### config.mk
export PLATFORM = sky130hd
export DESIGN_NAME = lru_tag_cache_lookup_core
export DESIGN_NICKNAME = d
export VERILOG_FILES = /design/src/hdl/ltc_pkg.sv /design/src/hdl/lru_tag_cache_lookup_core.sv /design/src/hdl/ltc_cell.sv
export VERILOG_INCLUDE_DIRS = /design/src /design/src/hdl
export SDC_FILE = /design/constraint.sdc
export NUM_CORES = 2
export LEC_CHECK = 0
export BUFFER_PORTS_ARGS = -buffer_cell sky130_fd_sc_hd__buf_2
export CORE_ASPECT_RATIO = 0.8
export CORE_UTILIZATION = 41
export DETAILED_ROUTE_END_ITERATION = 12
export PLACE_DENSITY_LB_ADDON = 0.08
export SLEW_MARGIN = 20
export SYNTH_ARGS = -nofsm -noshare
export SYNTH_HDL_FRONTEND = slang
export SYNTH_HIERARCHICAL = 1
export SYNTH_SLANG_ARGS = --single-unit
export TNS_END_PERCENT = 30
### constraint.sdc
create_clock -name clock -period 6.27 [get_ports clock]
set_clock_uncertainty 0.15 [all_clocks]
set_input_delay 0.627 -clock clock [delete_from_list [all_inputs] [get_ports clock]]
set_output_delay 0.627 -clock clock [all_outputs]
set_load 0.02 [all_outputs]
### src/hdl/lru_tag_cache_lookup_core_defines.svh
// ============================================================================
// lru tag cache lookup - assertion macros
// concurrent checks on the core clock, masked while reset is high
// ============================================================================
`ifndef LRU_TAG_CACHE_LOOKUP_CORE_DEFINES_SVH
`define LRU_TAG_CACHE_LOOKUP_CORE_DEFINES_SVH

`ifndef SYNTHESIS

// same-cycle implication
`define LTC_ASSERT_IMPLIES(label, cond, prop) \
   label: assert property (@(posedge clock) disable iff (reset) (cond) |-> (prop)) \
      else $error("lru tag cache: same-cycle check failed");

// next-cycle implication
`define LTC_ASSERT_NEXT(label, cond, prop) \
   label: assert property (@(posedge clock) disable iff (reset) (cond) |=> (prop)) \
      else $error("lru tag cache: next-cycle check failed");

// invariant
`define LTC_ASSERT_ALWAYS(label, prop) \
   `LTC_ASSERT_IMPLIES(label, 1'b1, prop)

`else

`define LTC_ASSERT_IMPLIES(label, cond, prop)
`define LTC_ASSERT_NEXT(label, cond, prop)
`define LTC_ASSERT_ALWAYS(label, prop)

`endif

`endif

### src/hdl/ltc_pkg.sv
// ============================================================================
// ltc_pkg
// shared constants, token and write types, state enum and offset helper
// ============================================================================
package ltc_pkg;

   localparam int CACHE_SLOTS  = 32;
   localparam int IDX_W        = (CACHE_SLOTS > 1) ? $clog2(CACHE_SLOTS) : 1;
   localparam int CNT_W        = $clog2(CACHE_SLOTS + 1);

   localparam int TEXTURE_W    = 8;
   localparam int TAG_W        = 9;
   localparam int STAMP_W      = 16;
   localparam int AGE_W        = STAMP_W - 1;
   localparam int SLOT_W       = 5;
   localparam int OFFSET_W     = 15;

   localparam int TILE_COLUMNS = 8;
   localparam int ROW_BYTES    = 256;
   localparam int TILE_BYTES   = 32;
   localparam int COLUMN_MASK  = 7;

   typedef struct packed {
      logic             valid;
      logic [TAG_W-1:0] tag;
      logic             hit;
      logic [AGE_W-1:0] best_age;
      logic [IDX_W-1:0] idx;
   } token_type;

   typedef struct packed {
      logic             en;
      logic [IDX_W-1:0] idx;
      logic [TAG_W-1:0] tag;
   } write_type;

   typedef enum logic [1:0] {
      ST_IDLE,
      ST_SCAN,
      ST_COMMIT
   } state_type;

   function automatic logic [OFFSET_W-1:0] offset_of(input logic [IDX_W-1:0] s);
      logic [31:0] wide;
      logic [31:0] off;
      begin
         wide = 32'(s);
         off  = (wide / TILE_COLUMNS) * ROW_BYTES * TILE_BYTES
              + (wide & 32'(COLUMN_MASK)) * TILE_BYTES;
         offset_of = off[OFFSET_W-1:0];
      end
   endfunction

endpackage

### src/hdl/lru_tag_cache_lookup_core.sv
// ============================================================================
// lru_tag_cache_lookup_core
// fully associative texture tag cache with timestamp lru replacement
// ============================================================================
//  channel   direction   handshake            payload
//  req       in          req_valid/req_stall  req_texture_id, req_vertical
//  rsp       out         rsp_valid/rsp_stall  rsp_hit, rsp_slot, rsp_data_offset
//
//  one request at a time: the request token walks the slot cells one per cycle, then
//  the commit state registers the result and raises rsp_valid, and the next request
//  beat is taken once the commit has been made
//  the result register frees the scanner while a result waits on rsp_stall
//  a stalled result holds the commit stage, req_stall stays high meanwhile
//  synchronous reset empties the cache and clears the use counter
// ============================================================================
`include "lru_tag_cache_lookup_core_defines.svh"

module lru_tag_cache_lookup_core (
   input  logic                          clock,
   input  logic                          reset,
   input  logic                          req_valid,
   output logic                          req_stall,
   input  logic [ltc_pkg::TEXTURE_W-1:0] req_texture_id,
   input  logic                          req_vertical,
   output logic                          rsp_valid,
   input  logic                          rsp_stall,
   output logic                          rsp_hit,
   output logic [ltc_pkg::SLOT_W-1:0]    rsp_slot,
   output logic [ltc_pkg::OFFSET_W-1:0]  rsp_data_offset
);
   import ltc_pkg::*;

   state_type          state_ff, state_in;
   logic [CNT_W-1:0]   used_ff, used_in;
   logic [STAMP_W-1:0] ctr_ff, ctr_in;
   token_type          res_ff;
   logic               rsp_valid_ff, rsp_valid_in;
   logic               rsp_hit_ff;
   logic [SLOT_W-1:0]  rsp_slot_ff;
   logic [OFFSET_W-1:0] rsp_data_offset_ff;

   token_type          tok [0:CACHE_SLOTS];
   write_type          wr;
   logic               accept;
   logic               commit;
   logic               not_full;
   logic [IDX_W-1:0]   victim;

   // token injection
   always_comb begin
      tok[0].valid    = accept;
      tok[0].tag      = {req_vertical, req_texture_id};
      tok[0].hit      = 1'b0;
      tok[0].best_age = '0;
      tok[0].idx      = '0;
   end

   for (genvar i = 0; i < CACHE_SLOTS; i++) begin : g_cell
      ltc_cell u_cell (
         .clock     (clock),
         .reset     (reset),
         .cell_idx  (IDX_W'(i)),
         .cell_used (CNT_W'(i) < used_ff),
         .counter   (ctr_ff),
         .wr        (wr),
         .tok_i     (tok[i]),
         .tok_o     (tok[i+1])
      );
   end

   // next state
   always_comb begin
      state_in = state_ff;
      case (state_ff)
         ST_IDLE: begin
            if (req_valid) state_in = ST_SCAN;
         end
         ST_SCAN: begin
            if (tok[CACHE_SLOTS].valid) state_in = ST_COMMIT;
         end
         ST_COMMIT: begin
            if (!rsp_valid_ff || !rsp_stall) state_in = ST_IDLE;
         end
         default: state_in = ST_IDLE;
      endcase
   end

   // outputs
   always_comb begin
      req_stall = 1'b1;
      commit    = 1'b0;
      case (state_ff)
         ST_IDLE:   req_stall = 1'b0;
         ST_SCAN:   commit    = 1'b0;
         ST_COMMIT: commit    = !rsp_valid_ff || !rsp_stall;
         default:   req_stall = 1'b1;
      endcase
   end

   assign accept   = req_valid && !req_stall;
   assign not_full = used_ff < CNT_W'(CACHE_SLOTS);
   assign victim   = (!res_ff.hit && not_full) ? used_ff[IDX_W-1:0] : res_ff.idx;

   always_comb begin
      wr.en  = commit;
      wr.idx = victim;
      wr.tag = res_ff.tag;
   end

   always_comb begin
      used_in      = used_ff;
      ctr_in       = ctr_ff;
      rsp_valid_in = rsp_valid_ff && rsp_stall;
      if (commit) begin
         ctr_in       = ctr_ff + 1'b1;
         rsp_valid_in = 1'b1;
         if (!res_ff.hit && not_full) used_in = used_ff + 1'b1;
      end
   end

   always_ff @(posedge clock) begin
      if (reset) begin
         state_ff     <= ST_IDLE;
         used_ff      <= '0;
         ctr_ff       <= '0;
         rsp_valid_ff <= 1'b0;
      end else begin
         state_ff     <= state_in;
         used_ff      <= used_in;
         ctr_ff       <= ctr_in;
         rsp_valid_ff <= rsp_valid_in;
      end
   end

   always_ff @(posedge clock) begin
      if (state_ff == ST_SCAN && tok[CACHE_SLOTS].valid) begin
         res_ff <= tok[CACHE_SLOTS];
      end
      if (commit) begin
         rsp_hit_ff         <= res_ff.hit;
         rsp_slot_ff        <= SLOT_W'(victim);
         rsp_data_offset_ff <= offset_of(victim);
      end
   end

   assign rsp_valid       = rsp_valid_ff;
   assign rsp_hit         = rsp_hit_ff;
   assign rsp_slot        = rsp_slot_ff;
   assign rsp_data_offset = rsp_data_offset_ff;

   `LTC_ASSERT_ALWAYS(a_used_bound, used_ff <= CNT_W'(CACHE_SLOTS))
   `LTC_ASSERT_NEXT(a_accept_scan, accept, state_ff == ST_SCAN)
   `LTC_ASSERT_IMPLIES(a_token_in_scan, tok[CACHE_SLOTS].valid, state_ff == ST_SCAN)
   `LTC_ASSERT_NEXT(a_counter_step, commit, ctr_ff == $past(ctr_ff) + 16'd1)
   `LTC_ASSERT_NEXT(a_fill_step, commit && !res_ff.hit && not_full,
                    used_ff == $past(used_ff) + 1'b1)

endmodule

### src/hdl/ltc_cell.sv
// ============================================================================
// ltc_cell
// one cache slot: holds tag and stamp, checks the passing token for a match
// and for the oldest positive age, then hands it on to the next cell
// ============================================================================
module ltc_cell (
   input  logic                     clock,
   input  logic                     reset,
   input  logic [ltc_pkg::IDX_W-1:0]   cell_idx,
   input  logic                     cell_used,
   input  logic [ltc_pkg::STAMP_W-1:0] counter,
   input  ltc_pkg::write_type       wr,
   input  ltc_pkg::token_type       tok_i,
   output ltc_pkg::token_type       tok_o
);
   import ltc_pkg::*;

   logic [TAG_W-1:0]   tag_ff;
   logic [STAMP_W-1:0] stamp_ff;
   logic [STAMP_W-1:0] age;
   token_type          tok_ff;
   token_type          tok_in;

   always_comb begin
      age    = counter - stamp_ff;
      tok_in = tok_i;
      if (tok_i.valid && cell_used && !tok_i.hit) begin
         if (tag_ff == tok_i.tag) begin
            tok_in.hit = 1'b1;
            tok_in.idx = cell_idx;
         end else if (!age[STAMP_W-1] && (age[AGE_W-1:0] > tok_i.best_age)) begin
            tok_in.best_age = age[AGE_W-1:0];
            tok_in.idx      = cell_idx;
         end
      end
   end

   always_ff @(posedge clock) begin
      if (wr.en && (wr.idx == cell_idx)) begin
         tag_ff   <= wr.tag;
         stamp_ff <= counter;
      end
   end

   always_ff @(posedge clock) begin
      if (reset) begin
         tok_ff.valid <= 1'b0;
      end else begin
         tok_ff.valid <= tok_in.valid;
      end
      tok_ff.tag      <= tok_in.tag;
      tok_ff.hit      <= tok_in.hit;
      tok_ff.best_age <= tok_in.best_age;
      tok_ff.idx      <= tok_in.idx;
   end

   assign tok_o = tok_ff;

endmodule

* Word-level counts from Yosys, hierarchy flattened
Cells that the tools add are included.
Storage, ports and cells: memories 0, latch bits 0, logic and storage cells 771, bits of input ports 13, RAM bits 0, bits in registers 1838, output and inout port bits 23, bits in read-only memories 0
Cells by class: reduce and logical (&&, ||, !) cells 204, div/mod/pow operators 0, shift operators 0, multiplexer cells 164, eq/ne operators 68, $add $sub $neg 35, $mul 0, bitwise gates (word level) 2, $lt $le $gt $ge 65
Operators with widths (count):
- 21-bit two-way mux | 31
- 20-bit two-way mux | 31
- 16-bit subtractor | 32
- 15-bit > comparator | 31
- 15-bit two-way mux | 31
- 9-bit equality test | 32
- 5-bit two-way mux | 32
- 1-bit logical AND | 131
- 5-bit by 6-bit less-than comparator with 1-bit output, first input constant | 16
- 5-bit equality test, second input constant | 16
- 1-bit logical NOT | 66
- 4-bit by 6-bit less-than comparator with 1-bit output, first input constant | 8
- 5-bit by 4-bit equality test with 1-bit output, second input constant | 8
- 1-bit two-way mux | 35
- 3-bit by 6-bit less-than comparator with 1-bit output, first input constant | 4
- 5-bit by 3-bit equality test with 1-bit output, second input constant | 4
- 16-bit by 1-bit adder with 16-bit output, second input constant | 1
- 15-bit by 8-bit adder with 15-bit output | 1
- 15-bit by 1-bit > comparator with 1-bit output, second input constant | 1
- 1-bit by 6-bit less-than comparator with 1-bit output, first input constant | 2
- 2-bit by 6-bit less-than comparator with 1-bit output, first input constant | 2
- 5-bit by 2-bit equality test with 1-bit output, second input constant | 2
- 6-bit by 1-bit adder with 6-bit output, second input constant | 1
- 6-bit less-than comparator, second input constant | 1
- 15 further kinds | 19

* Logic depth before layout (Yosys ltp)
depth in word-level cells 6, gate-level depth with buffers 18, mapped depth without buffers 17

* Hierarchy
Netlist, hierarchy kept.
Modules (own cells, without submodules):
- ltc_cell (g_cell[13].u_cell ...) | times used 13, cells each 260, area each 3035.4 µm², sequential area each 1371.3 µm²
- ltc_cell (g_cell[0].u_cell ...) | times used 9, cells each 264, area each 3034.2 µm², sequential area each 1371.3 µm²
- ltc_cell (g_cell[2].u_cell ...) | times used 7, cells each 274, area each 3006.6 µm², sequential area each 1371.3 µm²
- ltc_cell (g_cell[5].u_cell) | times used 1, cells each 286, area each 3085.5 µm², sequential area each 1371.3 µm²
- ltc_cell (g_cell[6].u_cell) | times used 1, cells each 271, area each 3016.6 µm², sequential area each 1371.3 µm²
- ltc_cell (g_cell[4].u_cell) | times used 1, cells each 272, area each 2987.9 µm², sequential area each 1371.3 µm²
- lru_tag_cache_lookup_core | times used 1, cells each 231, area each 2229.6 µm², sequential area each 1131.1 µm²

* Worst setup path before layout
No wires, ideal clock.
path kind register -> register, start register ctr_ff[1], end register g_cell[13].u_cell.tok_ff (netlist bit g_cell[13].u_cell/tok_o[0]), buffers on the path 0, cell stages (with the launch flop) 15, period minus slack after synthesis 5.639 ns, arrival time 5.368 ns, path slack 0.631 ns, required time 5.999 ns, library setup time 0.121 ns, path through dfxtp_1 inv_1 fa_1 nor2b_1 o2111ai_1 a21oi_1 a31oi_1 o311ai_0 ha_1 nand3_1 nor2_1 a221o_1 o21ai_0 o32a_4 mux2_4
RTL lines:
- start, declared | line lru_tag_cache_lookup_core.sv:35 | logic [STAMP_W-1:0] ctr_ff, ctr_in;
- start signal, assigned | line lru_tag_cache_lookup_core.sv:130 | ctr_ff <= ctr_in;
- end, declared | line ltc_cell.sv:21 | token_type tok_ff;

==> flow_metrics.tcl <==
set metrics [dict create \
    die_width_um 550 \
    nFillCells 21900 \
    vias 64400 \
    cp.required_ns 6.86 \
    syn_to_final_growth_pct 12.7 \
    cts_made_buffers 200 \
    final_nets 10400 \
    track_usage_pct 21.1 \
    power_mw 25.6 \
    start_util_pct 41.4 \
    clkTransAtPathRegs_ns 0.06 \
    max-slew-margin-rel_pct 26.9 \
    ff2ff_setup_slack_ns 0.63 \
    critical_path_class "reg -> reg" \
    postSynthAreaPerCell_um2 11.3 \
    max_freq_ghz 0.177 \
    first_pass_iters 5 \
    layout-drive-gt1-share_pct 13.0 \
    seq_area_mm2 0.0448 \
    rr_worst_depth 16 \
    tritoncts "yes" \
    r2r-start "ctr_ff[0]" \
    report.final.slew_viol_count 0 \
    clock_path_buffers 4 \
    htree_num_levels 4 \
    place_ws_ns 0.677 \
    endpoint_kind "flip-flop" \
    status "completed" \
    finalSetupViolCount 0 \
    hold_start "req_valid" \
    dieArea_mm2 0.242 \
    antenna_left 0 \
    finalCritPeriodShare_pct 89.9 \
    gp_congestion 0.844 \
    drv_cap 0 \
    cts_resized 0 \
    syn-cell-area_mm2 0.0986 \
    p_per_area_mw_per_mm2 231 \
    critical_path.max_fanout 26 \
    cp.arrival_ns 6.23 \
    hp-class "in -> reg" \
    timing.final.ws_setup_ns 0.630 \
    place_hpwl_um 189000 \
    multiInputGateArea_mm2 0.0503 \
    synth_warnings 6 \
    holdPathEnd "state_ff[0]" \
    root_buffer "clkbuf_16" \
    cts_setup_buffers 0 \
    wl_um 258000 \
    cts.sinks 1823 \
    placed_cell_area_mm2 0.104 \
    postSynthCellCount 8701 \
    io_buffers 25 \
    finalHoldViolCount 0 \
    p_leak_nw 49.1 \
    r2r_end "g_cell[28].u_cell/tok_o[4]" \
    grt_max_degree 58 \
    rows 160 \
    coreArea_mm2 0.238 \
    vias_per_cell 5.08 \
    min_period_ns 5.64 \
    pin_count 36 \
    tightest_slew_ns 1.09 \
    rsz0062_at_grt "no" \
    grt_pass1_wl_um 392000 \
    min_path_cells 4 \
    drc_errors 0 \
    antenna_found_initial 7 \
    grt_pass1_vias 63600 \
    final_area_mm2 0.111 \
    post_drt_wl_per_cell_um 20.3 \
    clk_latency_ns 0.88 \
    fin_setup_tns_ns 0 \
    ir_drop_mv 0.232 \
    cp-start-kind "flip-flop" \
    die_h_um 441 \
    drt_iter0_markers 3521 \
    grt-ovfl-total 0 \
]
[critical path, cell delays in order (launching register included)]
cell and delay, ns:
dfxtp_4 0.71, buf_4 0.26, inv_1 0.05, ha_1 0.22, fa_1 0.41, nor2b_1 0.18, o2111ai_1 0.26, a21oi_1 0.35
a31oi_1 0.17, o311ai_0 0.62, ha_1 0.35, nand3_1 0.11, nor2_1 0.06, a221o_1 0.32, o21ai_0 0.54, o32a_4 0.37
mux2_4 0.31
[layer usage]
layer  GRT usage [%]  up-vias  part of all wire, %
li1                -    32100                    -
met1            32.0    31000                   52
met2            31.9      937                   42
met3            2.43      291                  3.4
met4            4.80        0                  2.1
met5               0        -                    0
[cells in the final DEF (no fill, tap or decap), types with 37 or more instances in the layout]
master / count
nor3b_1: 43
nor4_1: 67
a21o_1: 229
nor2b_1: 108
dfxtp_1: 986
ha_1: 964
mux2_4: 298
edfxtp_1: 821
nor3_1: 85
clkbuf_16: 210
a21oi_1: 452
a31oi_1: 47
o21a_1: 141
and3_1: 54
conb_1: 366
o31a_1: 37
mux2_2: 260
nand4_1: 126
buf_4: 127
o21ai_0: 171
nand2b_1: 58
nand2_1: 284
o211ai_1: 63
clkinv_2: 40
nor2_1: 349
mux2i_1: 64
nand3b_1: 61
nand3_1: 179
a211oi_1: 84
clkbuf_1: 40
xnor2_1: 428
xor2_1: 423
inv_1: 1073
[metrics by stage]
step / utilization [%] / hold WS, ns / cells
3_5_place_dp: 43.8 / 0.205 / 12300
3_3_place_gp: 43.8 / 0.205 / 12300
4_1_cts: 46.6 / 0.0148 / 12700
6_report: 46.6 / 0.0767 / 12700
2_1_floorplan: - / 0.199 / 9065
5_1_grt: 46.6 / 0.0411 / 12700
[timing repair]
item | CTS | global route
endpoints found under the hold margin | 10 | 0
endpoints found under the setup margin | 0 | 0
hold buffers | 10 | 0
[where the power goes]
part           leakage (nW)  internal (mW)  switching, mW
combinational          29.7          0.463          0.399
clock                  3.23           6.83           5.04
sequential             16.2           12.6          0.250
[cell type report]
cell class                 count  share of cell area [%]
sequential                  1823                    40.3
clock buffer                 274                    5.15
tap                         3159                    3.56
multi-input combinational   6066                    45.2
timing repair buffer         178                    1.36
clock inverter                93                   0.760
inverter                    1073                    3.62
antenna                        7                  0.0158
[worst max path at each step]
stage,depth (start not counted),startpoint,to,slack (ns)
after detailed placement,17,ctr_ff[0],g_cell[29].u_cell/tok_o[11],0.68
after CTS,17,ctr_ff[0],g_cell[29].u_cell/tok_o[11],0.65
after floorplan,14,ctr_ff[1],g_cell[13].u_cell/tok_o[0],0.63
final,16,ctr_ff[0],g_cell[28].u_cell/tok_o[4],0.63
after global placement,17,ctr_ff[0],g_cell[22].u_cell/tok_o[7],0.88
after global routing,17,ctr_ff[0],g_cell[13].u_cell/tok_o[18],0.27
[registers in the layout (all words and copies together) (netlist names)]
| signal | count |
|---|---|
| rsp_data_offset | 5 |
| g_cell.u_cell/tok_o | 977 |
| g_cell.u_cell/stamp_ff | 512 |
| g_cell.u_cell/tag_ff | 288 |
| rsp_hit | 1 |
| rsp_valid | 1 |
| ctr_ff | 16 |
| state_ff | 2 |
| res_ff | 15 |
| used_ff | 6 |
Power figures use the tool's default switching activity.
